**src/sv/bdrd_pkg.sv**
```systemverilog
// shared types, constants and calendar helpers for the business day return date block
`timescale 1ns / 1ps
`default_nettype none

package bdrd_pkg;

    localparam int COUNT_BITS = 12;
    localparam int DAY_W      = 5;
    localparam int MONTH_W    = 4;
    localparam int YEAR_W     = 14;
    localparam int WDAY_W     = 3;
    localparam int VAC_W      = 12;
    localparam int IN_DATA_W  = 40;
    localparam int OUT_DATA_W = 24;
    localparam int STATUS_W   = 2;

    typedef logic [COUNT_BITS-1:0] count_t;
    typedef logic [DAY_W-1:0]      day_t;
    typedef logic [MONTH_W-1:0]    month_t;
    typedef logic [YEAR_W-1:0]     year_t;
    typedef logic [WDAY_W-1:0]     wday_t;

    localparam year_t  YEAR_MAX  = 14'd9999;
    localparam month_t MONTH_JAN = 4'd1;
    localparam month_t MONTH_FEB = 4'd2;
    localparam month_t MONTH_DEC = 4'd12;
    localparam day_t   DAY_LAST  = 5'd31;
    localparam wday_t  WD_SUN    = 3'd0;
    localparam wday_t  WD_FRI    = 3'd5;
    localparam wday_t  WD_SAT    = 3'd6;

    typedef enum logic [STATUS_W-1:0] {
        STATUS_OK       = 2'd0,
        STATUS_BAD_DATE = 2'd1,
        STATUS_OVERFLOW = 2'd2
    } status_t;

    typedef enum logic [2:0] {
        ST_IDLE,
        ST_PREP,
        ST_SKIP_A,
        ST_WALK,
        ST_SKIP_B,
        ST_DONE
    } state_t;

    // date packed with the day in the lowest bits
    typedef struct packed {
        year_t  year;
        month_t month;
        day_t   day;
    } date_t;

    // result of the start date analysis
    typedef struct packed {
        logic        valid;
        wday_t       wday;
        logic        leap;
        logic [1:0]  rem4;
        logic [6:0]  rem100;
        logic [1:0]  cent4;
    } prep_res_t;

    // leap year from year mod 4, year mod 100 and century mod 4
    function automatic logic leap_of(logic [1:0] rem4, logic [6:0] rem100, logic [1:0] cent4);
        logic l;
        if (rem100 == 7'd0) begin
            l = (cent4 == 2'd0);
        end else begin
            l = (rem4 == 2'd0);
        end
        return l;
    endfunction

    function automatic day_t month_len(month_t m, logic leap);
        day_t len;
        case (m) inside
            4'd1, 4'd3, 4'd5, 4'd7, 4'd8, 4'd10, 4'd12: len = 5'd31;
            4'd4, 4'd6, 4'd9, 4'd11:                    len = 5'd30;
            4'd2:                                       len = leap ? 5'd29 : 5'd28;
            default:                                    len = 5'd0;
        endcase
        return len;
    endfunction

    function automatic logic is_weekend(wday_t w);
        return (w == WD_FRI) || (w == WD_SAT);
    endfunction

endpackage

`default_nettype wire

```
**src/sv/bdrd_prep.sv**
```systemverilog
// start date analysis: validity, leap residues and weekday, computed step by step on one multiplier
`timescale 1ns / 1ps
`default_nettype none

module bdrd_prep (
    input  wire logic               aclk,
    input  wire logic               aresetn,
    input  wire logic               start,
    input  wire bdrd_pkg::date_t    date_in,
    output logic                    done,
    output bdrd_pkg::prep_res_t     res
);
    import bdrd_pkg::*;

    localparam int RECIP_W     = 13;
    localparam int RECIP_SHIFT = 19;
    localparam int PROD_W      = YEAR_W + RECIP_W;
    localparam int QUOT_W      = 8;
    localparam int SUM_W       = 15;
    localparam logic [RECIP_W-1:0] RECIP_100 = 13'd5243;

    localparam logic [2:0] STEP_Q_Y   = 3'd0;
    localparam logic [2:0] STEP_Q_YY  = 3'd1;
    localparam logic [2:0] STEP_Q_YY4 = 3'd2;
    localparam logic [2:0] STEP_CHECK = 3'd3;
    localparam logic [2:0] STEP_FOLD  = 3'd4;

    // floor(31 * mm / 12) for the shifted month
    function automatic logic [4:0] month_offset(month_t mm);
        logic [4:0] o;
        case (mm)
            4'd1:    o = 5'd2;
            4'd2:    o = 5'd5;
            4'd3:    o = 5'd7;
            4'd4:    o = 5'd10;
            4'd5:    o = 5'd12;
            4'd6:    o = 5'd15;
            4'd7:    o = 5'd18;
            4'd8:    o = 5'd20;
            4'd9:    o = 5'd23;
            4'd10:   o = 5'd25;
            4'd11:   o = 5'd28;
            4'd12:   o = 5'd31;
            default: o = 5'd0;
        endcase
        return o;
    endfunction

    function automatic year_t times100(logic [QUOT_W-1:0] q);
        year_t qe;
        qe = YEAR_W'(q);
        return (qe << 6) + (qe << 5) + (qe << 2);
    endfunction

    logic               run_reg, run_next;
    logic [2:0]         step_reg, step_next;
    logic               done_reg, done_next;
    logic [QUOT_W-1:0]  q_y_reg, q_yy_reg, q_yy4_reg;
    logic [SUM_W-1:0]   sum_reg;
    prep_res_t          res_reg, res_next;

    logic               early_month;
    year_t              yy;
    month_t             mm;
    year_t              mul_op;
    logic [PROD_W-1:0]  product;
    logic [QUOT_W-1:0]  quot;
    year_t              rem100_full;
    logic [6:0]         rem100;
    logic               leap;
    day_t               mlen;
    logic               valid;
    logic [SUM_W-1:0]   sum;
    logic [5:0]         fold1;
    logic [3:0]         fold2;
    wday_t              wday;

    // january and february count as months of the previous year
    assign early_month = (date_in.month == MONTH_JAN) || (date_in.month == MONTH_FEB);
    assign yy          = date_in.year - YEAR_W'(early_month);
    assign mm          = early_month ? (date_in.month + 4'd10) : (date_in.month - 4'd2);

    // shared reciprocal multiplier, divide by 100
    always_comb begin
        case (step_reg)
            STEP_Q_Y:  mul_op = date_in.year;
            STEP_Q_YY: mul_op = yy;
            default:   mul_op = yy >> 2;
        endcase
    end

    assign product = PROD_W'(mul_op) * PROD_W'(RECIP_100);
    assign quot    = product[RECIP_SHIFT +: QUOT_W];

    assign rem100_full = date_in.year - times100(q_y_reg);
    assign rem100      = rem100_full[6:0];
    assign leap        = leap_of(date_in.year[1:0], rem100, q_y_reg[1:0]);
    assign mlen        = month_len(date_in.month, leap);
    assign valid       = (date_in.month >= MONTH_JAN) && (date_in.month <= MONTH_DEC)
                       && (date_in.year != '0) && (date_in.year <= YEAR_MAX)
                       && (date_in.day != '0) && (date_in.day <= mlen);

    assign sum = SUM_W'(date_in.day) + SUM_W'(yy) + SUM_W'(yy >> 2) - SUM_W'(q_yy_reg)
               + SUM_W'(q_yy4_reg) + SUM_W'(month_offset(mm));

    // mod 7 by summing octal digits, since 8 is 1 mod 7
    assign fold1 = 6'(sum_reg[2:0]) + 6'(sum_reg[5:3]) + 6'(sum_reg[8:6])
                 + 6'(sum_reg[11:9]) + 6'(sum_reg[14:12]);
    assign fold2 = 4'(fold1[2:0]) + 4'(fold1[5:3]);
    assign wday  = (fold2 >= 4'd7) ? WDAY_W'(fold2 - 4'd7) : WDAY_W'(fold2);

    always_comb begin
        run_next  = run_reg;
        step_next = step_reg;
        done_next = 1'b0;
        res_next  = res_reg;
        if (start) begin
            run_next  = 1'b1;
            step_next = STEP_Q_Y;
        end else if (run_reg) begin
            step_next = step_reg + 3'd1;
            if (step_reg == STEP_CHECK) begin
                res_next.valid  = valid;
                res_next.leap   = leap;
                res_next.rem4   = date_in.year[1:0];
                res_next.rem100 = rem100;
                res_next.cent4  = q_y_reg[1:0];
            end
            if (step_reg == STEP_FOLD) begin
                res_next.wday = wday;
                run_next      = 1'b0;
                done_next     = 1'b1;
            end
        end
    end

    always_ff @(posedge aclk) begin
        if (!aresetn) begin
            run_reg  <= 1'b0;
            step_reg <= STEP_Q_Y;
            done_reg <= 1'b0;
        end else begin
            run_reg  <= run_next;
            step_reg <= step_next;
            done_reg <= done_next;
        end
    end

    always_ff @(posedge aclk) begin
        res_reg <= res_next;
        if (run_reg && step_reg == STEP_Q_Y) begin
            q_y_reg <= quot;
        end
        if (run_reg && step_reg == STEP_Q_YY) begin
            q_yy_reg <= quot;
        end
        if (run_reg && step_reg == STEP_Q_YY4) begin
            q_yy4_reg <= quot;
        end
        if (run_reg && step_reg == STEP_CHECK) begin
            sum_reg <= sum;
        end
    end

    assign done = done_reg;
    assign res  = res_reg;

endmodule

`default_nettype wire

```
**src/sv/bdrd_stepper.sv**
```systemverilog
// calendar day stepper: holds the walked date and advances it one day per cycle while advance is high
`timescale 1ns / 1ps
`default_nettype none

module bdrd_stepper (
    input  wire logic                aclk,
    input  wire logic                load,
    input  wire bdrd_pkg::date_t     load_date,
    input  wire bdrd_pkg::prep_res_t load_res,
    input  wire logic                advance,
    output bdrd_pkg::date_t          cur_date,
    output logic                     at_end,
    output logic                     weekend
);
    import bdrd_pkg::*;

    date_t       date_reg, date_next;
    wday_t       wday_reg, wday_next;
    logic        leap_reg, leap_next;
    logic [1:0]  rem4_reg, rem4_next;
    logic [6:0]  rem100_reg, rem100_next;
    logic [1:0]  cent4_reg, cent4_next;

    logic        month_end;

    assign month_end = date_reg.day >= month_len(date_reg.month, leap_reg);
    assign at_end    = month_end && (date_reg.month == MONTH_DEC) && (date_reg.year >= YEAR_MAX);
    assign weekend   = is_weekend(wday_reg);

    always_comb begin
        date_next   = date_reg;
        wday_next   = wday_reg;
        leap_next   = leap_reg;
        rem4_next   = rem4_reg;
        rem100_next = rem100_reg;
        cent4_next  = cent4_reg;
        if (load) begin
            date_next   = load_date;
            wday_next   = load_res.wday;
            leap_next   = load_res.leap;
            rem4_next   = load_res.rem4;
            rem100_next = load_res.rem100;
            cent4_next  = load_res.cent4;
        end else if (advance) begin
            wday_next = (wday_reg == WD_SAT) ? WD_SUN : wday_reg + 3'd1;
            if (month_end) begin
                date_next.day = 5'd1;
                if (date_reg.month == MONTH_DEC) begin
                    date_next.month = MONTH_JAN;
                    date_next.year  = date_reg.year + 14'd1;
                    rem4_next       = rem4_reg + 2'd1;
                    if (rem100_reg == 7'd99) begin
                        rem100_next = 7'd0;
                        cent4_next  = cent4_reg + 2'd1;
                    end else begin
                        rem100_next = rem100_reg + 7'd1;
                    end
                    leap_next = leap_of(rem4_next, rem100_next, cent4_next);
                end else begin
                    date_next.month = date_reg.month + 4'd1;
                end
            end else begin
                date_next.day = date_reg.day + 5'd1;
            end
        end
    end

    always_ff @(posedge aclk) begin
        date_reg   <= date_next;
        wday_reg   <= wday_next;
        leap_reg   <= leap_next;
        rem4_reg   <= rem4_next;
        rem100_reg <= rem100_next;
        cent4_reg  <= cent4_next;
    end

    assign cur_date = date_reg;

endmodule

`default_nettype wire

```
**src/sv/business_day_return_date.sv**
```systemverilog
// top level of the business day return date block: sequencer, stream ports and result register
`timescale 1ns / 1ps
`default_nettype none

// channel   | dir | beat contents
// ----------+-----+-----------------------------------------------------------
// s_ (in)   | in  | start_day, start_month, start_year, vacation_days
// m_ (out)  | out | ret_day, ret_month, ret_year in tdata; status in tuser
//
// one beat in gives one beat out; the day stepper advances the date by one day
// per cycle through the walk (weekend skips and business days alike), and no
// new beat is taken until the result is loaded into the output register
// an invalid start date skips the walk and goes straight to the result
// reset (aresetn low, synchronous) returns the sequencer to idle and drops m_tvalid
// a result waiting on m_tready holds the sequencer in its last state; the next
// input beat is taken as soon as that result sits in the output register

module business_day_return_date (
    input  wire logic                              aclk,
    input  wire logic                              aresetn,
    // start_day [4:0], start_month [8:5], start_year [22:9], vacation_days [34:23]
    input  wire logic [bdrd_pkg::IN_DATA_W-1:0]    s_tdata,
    input  wire logic                              s_tvalid,
    output logic                                   s_tready,
    // ret_day [4:0], ret_month [8:5], ret_year [22:9]
    output logic [bdrd_pkg::OUT_DATA_W-1:0]        m_tdata,
    // status [1:0]
    output logic [bdrd_pkg::STATUS_W-1:0]          m_tuser,
    output logic                                   m_tvalid,
    input  wire logic                              m_tready
);
    import bdrd_pkg::*;

    localparam date_t OVERFLOW_DATE = '{year: YEAR_MAX, month: MONTH_DEC, day: DAY_LAST};

    state_t    state_reg, state_next;
    date_t     in_date_reg;
    count_t    days_left_reg;
    status_t   status_reg, status_next;
    logic      m_valid_reg, m_valid_next;
    logic [OUT_DATA_W-1:0] m_data_reg;
    logic [STATUS_W-1:0]   m_user_reg;

    // control between sequencer and units
    logic      accept;
    logic      prep_start;
    logic      prep_done;
    prep_res_t prep_res;
    logic      cal_load;
    logic      cal_advance;
    logic      days_dec;
    logic      out_load;
    date_t     cal_date;
    logic      cal_at_end;
    logic      cal_weekend;
    logic      out_free;
    date_t     out_date;

    assign s_tready = (state_reg == ST_IDLE);
    assign accept   = s_tvalid && s_tready;
    assign out_free = !m_valid_reg || m_tready;

    bdrd_prep u_prep (
        .aclk    (aclk),
        .aresetn (aresetn),
        .start   (prep_start),
        .date_in (in_date_reg),
        .done    (prep_done),
        .res     (prep_res)
    );

    bdrd_stepper u_stepper (
        .aclk      (aclk),
        .load      (cal_load),
        .load_date (in_date_reg),
        .load_res  (prep_res),
        .advance   (cal_advance),
        .cur_date  (cal_date),
        .at_end    (cal_at_end),
        .weekend   (cal_weekend)
    );

    // next state
    always_comb begin
        state_next = state_reg;
        unique case (state_reg)
            ST_IDLE: begin
                if (accept) begin
                    state_next = ST_PREP;
                end
            end
            ST_PREP: begin
                if (prep_done) begin
                    state_next = prep_res.valid ? ST_SKIP_A : ST_DONE;
                end
            end
            ST_SKIP_A: begin
                if (!cal_weekend) begin
                    state_next = ST_WALK;
                end else if (cal_at_end) begin
                    state_next = ST_DONE;
                end
            end
            ST_WALK: begin
                if (days_left_reg == '0) begin
                    state_next = ST_SKIP_B;
                end else if (cal_at_end) begin
                    state_next = ST_DONE;
                end
            end
            ST_SKIP_B: begin
                if (!cal_weekend || cal_at_end) begin
                    state_next = ST_DONE;
                end
            end
            ST_DONE: begin
                if (out_free) begin
                    state_next = ST_IDLE;
                end
            end
            default: state_next = ST_IDLE;
        endcase
    end

    // sequencer outputs
    always_comb begin
        prep_start  = 1'b0;
        cal_load    = 1'b0;
        cal_advance = 1'b0;
        days_dec    = 1'b0;
        out_load    = 1'b0;
        status_next = status_reg;
        unique case (state_reg) inside
            ST_IDLE: begin
                prep_start = accept;
            end
            ST_PREP: begin
                if (prep_done) begin
                    cal_load    = prep_res.valid;
                    status_next = prep_res.valid ? STATUS_OK : STATUS_BAD_DATE;
                end
            end
            ST_SKIP_A, ST_SKIP_B: begin
                if (cal_weekend) begin
                    cal_advance = !cal_at_end;
                    if (cal_at_end) begin
                        status_next = STATUS_OVERFLOW;
                    end
                end
            end
            ST_WALK: begin
                if (days_left_reg != '0) begin
                    cal_advance = !cal_at_end;
                    days_dec    = !cal_weekend;
                    if (cal_at_end) begin
                        status_next = STATUS_OVERFLOW;
                    end
                end
            end
            ST_DONE: begin
                out_load = out_free;
            end
            default: begin
                out_load = 1'b0;
            end
        endcase
    end

    // result date by outcome
    always_comb begin
        case (status_reg)
            STATUS_OK:       out_date = cal_date;
            STATUS_OVERFLOW: out_date = OVERFLOW_DATE;
            default:         out_date = in_date_reg;
        endcase
    end

    assign m_valid_next = out_load ? 1'b1 : (m_tready ? 1'b0 : m_valid_reg);

    always_ff @(posedge aclk) begin
        if (!aresetn) begin
            state_reg   <= ST_IDLE;
            m_valid_reg <= 1'b0;
        end else begin
            state_reg   <= state_next;
            m_valid_reg <= m_valid_next;
        end
    end

    always_ff @(posedge aclk) begin
        status_reg <= status_next;
        if (accept) begin
            in_date_reg.day   <= s_tdata[4:0];
            in_date_reg.month <= s_tdata[8:5];
            in_date_reg.year  <= s_tdata[22:9];
            days_left_reg     <= COUNT_BITS'(s_tdata[34:23]);
        end else if (days_dec) begin
            days_left_reg <= days_left_reg - COUNT_BITS'(1);
        end
        if (out_load) begin
            m_data_reg <= OUT_DATA_W'(out_date);
            m_user_reg <= status_reg;
        end
    end

    assign m_tvalid = m_valid_reg;
    assign m_tdata  = m_data_reg;
    assign m_tuser  = m_user_reg;

    // a business day stepped over counts down the remaining days by one
    a_days_dec: assert property (@(posedge aclk) disable iff (!aresetn)
        (state_reg == ST_WALK && days_left_reg != '0 && !cal_weekend && !cal_at_end)
        |=> days_left_reg == $past(days_left_reg) - COUNT_BITS'(1))
        else $error("remaining business days not decremented");

    // the final weekend skip only starts once every business day is passed
    a_skip_b_empty: assert property (@(posedge aclk) disable iff (!aresetn)
        (state_reg == ST_SKIP_B) |-> days_left_reg == '0)
        else $error("final weekend skip with business days left");

    // the stepper is never asked to go past the last representable day
    a_no_step_past_end: assert property (@(posedge aclk) disable iff (!aresetn)
        cal_advance |-> !cal_at_end)
        else $error("day step requested past the last date");

    // a good result carries a plausible date
    a_ok_date: assert property (@(posedge aclk) disable iff (!aresetn)
        (m_tvalid && m_tuser == STATUS_OK)
        |-> (m_tdata[4:0] != 5'd0 && m_tdata[8:5] >= MONTH_JAN && m_tdata[8:5] <= MONTH_DEC))
        else $error("good result with an impossible date");

endmodule

`default_nettype wire

```
**config.mk**
```make
export PLATFORM = sky130hd
export DESIGN_NAME = business_day_return_date
export DESIGN_NICKNAME = d
export VERILOG_FILES = /design/src/sv/bdrd_pkg.sv /design/src/sv/bdrd_prep.sv /design/src/sv/bdrd_stepper.sv /design/src/sv/business_day_return_date.sv
export SDC_FILE = /design/constraint.sdc
export NUM_CORES = 1
export LEC_CHECK = 0
export BUFFER_PORTS_ARGS = -buffer_cell sky130_fd_sc_hd__buf_2
export CELL_PAD_IN_SITES_DETAIL_PLACEMENT = 0
export CELL_PAD_IN_SITES_GLOBAL_PLACEMENT = 1
export CORE_UTILIZATION = 54
export DETAILED_ROUTE_END_ITERATION = 10
export GPL_ROUTABILITY_DRIVEN = 0
export PLACE_DENSITY_LB_ADDON = 0.1
export SETUP_SLACK_MARGIN = 0.4
export SYNTH_ARGS = -nofsm -noshare
export SYNTH_HDL_FRONTEND = slang
export SYNTH_SLANG_ARGS = --single-unit
```
**constraint.sdc**
```tcl
create_clock -name aclk -period 16.85 [get_ports aclk]
set_input_delay 0.8425 -clock aclk [delete_from_list [all_inputs] [get_ports aclk]]
set_output_delay 0.8425 -clock aclk [all_outputs]
set_load 0.01 [all_outputs]
```
==> results.txt <==
status -> complete, no violations
P&R area growth vs syn -> 8.44%
ys async rst share -> 0%
Distinct cells, synth -> 74
Slew @ Worst Pin -> 1150 ps
Top FF cell, synth -> edfxtp_1
setup TNS -> 0 ps
num ports -> 72
slowest CP cell -> a21boi_1
Total Routed Length -> 27900 um
drt first pass iters -> 5
final hold viol count -> 0
largest net degree at the start of global routing -> 48
CP arrival -> 9040 ps
crit start category -> flop
post-DP HPWL -> 22200 um
violation count after the first detailed-route iteration -> 514
CTS Root Cell -> clkbuf_16
H-tree levels -> 4
Final Skew -> 11.0 ps
post-CTS sizing -> 0
Reg area -> 4680 um2
PortBufs -> 65
slew margin rel. -> 22.8%
TritonCTS clock tree -> done
Max stage delay on crit path -> 680 ps
Post-Synthesis Cells -> 1314
area of the core -> 24500 um2
GRT overflow -> 0
via count -> 9274
fin crit share -> 52.5%
Max Fclk -> 113 MHz
Clock Sinks -> 159
synth top area cells -> edfxtp_1 (33%), ha_1 (17%), fa_1 (14%)
Synth top area share -> 33.1%
cell area after synthesis -> 13600 um2
Most Frequent Cell on Critical Path -> inv_1
first-pass GRT wire length -> 47000 um
drt drc -> 0
die area -> 25900 um2
sequential area share after synthesis -> 34.4%
Hold/Removal Path Class -> flop to flop
hold_buf cts -> 0
Die Ht -> 161 um
worst skew pair latency -> 430 ps
TritonCTS Buffers -> 17
Nets -> 1691
Clock Pin Slew Worst Setup and Hold Paths -> 70 ps
crit path buf inv count -> 7
CP endpoint kind -> flop
mean post-synth cell area -> 10.4 um2
antenna violations before repair -> 0
fillers -> 2153
Multi-input gate area -> 8040 um2
vias in the first global route -> 9346
Worst Path Required -> 17040 ps
unrepaired setup endpoints after global routing -> false
max-cap viol count -> 0
clock period minus worst slack -> 8850 ps
die width -> 161 um
number of enable flip-flop cells after synthesis -> 150
# setup viols final -> 0
Yosys top cell by area -> edfxtp_1
Antenna diodes -> 0
clk buf depth -> 2
kind of cell adding the most delay to the critical path -> adder cells
initial core utilization -> 55.5%
critical setup path kind -> flop to flop
post-CTS setup buffer count -> 0
reg2reg setup slack -> 8000 ps
Ys Warns -> 0
Final Max Slew Viols -> 0
GR Util All Layers -> 23.1%
WL/cell -> 16.4 um
crit-path max FO -> 9
most frequent cells in the layout -> inv_1 (197), ha_1 (184), edfxtp_1 (150)
register bit total from synthesis -> 159
Syn Nets -> 1638
Vias/cell -> 5.44
share of cells above drive strength 1 -> 9.28%
# rows -> 57
antenna viol nets, final -> 0
most common cell after layout, fill and taps aside -> inv_1
[cells by family after synthesis]
group	Yosys count	synth area share, %
AND/OR/NAND/NOR	306	10.8
adder cells (fa/ha/maj)	280	31.0
AO/OA/AOI/OAI	243	11.3
buffers and inverters	239	6.77
flip-flops	159	34.4
XOR/XNOR	78	5.07
multiplexers	8	0.643
other	1	0.0275
[path summary, 6_finish.rpt]
check	startpoint	end	cells after the start
setup / recovery	in_date_reg[6]$_DFFE_PP_	u_prep.q_yy_reg[1]$_DFFE_PP_	30
hold / removal	u_prep.res[0]$_DFFE_PP_	u_stepper.cent4_reg[0]$_DFFE_PP_	2
setup reg to reg	in_date_reg[6]$_DFFE_PP_	u_prep.q_yy_reg[1]$_DFFE_PP_	30
hold reg to reg	u_prep.res[0]$_DFFE_PP_	u_stepper.cent4_reg[0]$_DFFE_PP_	2
[synth_stat cells, drive strengths merged (7+ instances only)]
master	n
a211oi	8
a21boi	8
a21o	16
a21oi	62
a31oi	16
and2	7
and3	11
clkbuf	30
dfxtp	9
edfxtp	150
fa	96
ha	184
inv	203
nand2	105
nand2b	16
nand3	26
nand4	8
nor2	67
nor2b	11
nor3	27
nor4	9
o21a	12
o21ai	68
o31ai	12
or3	7
xnor2	50
xor2	28
[layer usage]
metal,wire length [um],vias up,GRT usage (%)
li1,-,4646,-
met1,13400,4452,32.1
met2,13200,145,37.9
met3,844,31,3.33
met4,388,0,6.43
met5,0,-,0
[cell type report]
class | count | area share, %
clock inverter | 13 | 0.593
multi-input combinational | 916 | 54.4
tap | 324 | 2.74
timing repair buffer | 70 | 2.46
inverter | 203 | 5.16
sequential | 159 | 31.7
clock buffer | 19 | 2.93
[metrics by stage]
step	setup slack [ps]	cells	hold slack, ps	util, %	area (um2)
floorplan	9310	1314	424	-	13600
global placement	8140	1672	505	58.1	14300
detailed placement	8070	1672	514	58.1	14300
CTS	8020	1704	522	60.2	14800
global route	7290	1704	561	60.2	14800
finish	8000	1704	516	60.2	14800
[worst register-to-register path: cells and delay by family, from the launching register on]
family / cells / cell delay, ps
adder cells (fa/ha/maj): 9 / 3580
AO/OA/AOI/OAI: 8 / 2510
buffers and inverters: 7 / 690
XOR/XNOR: 2 / 590
AND/OR/NAND/NOR: 4 / 690
flip-flops: 1 / 540
Power is left out: the tool's default activity adds up to more than one toggle a clock period on the data nets, which glitch-free logic cannot reach.
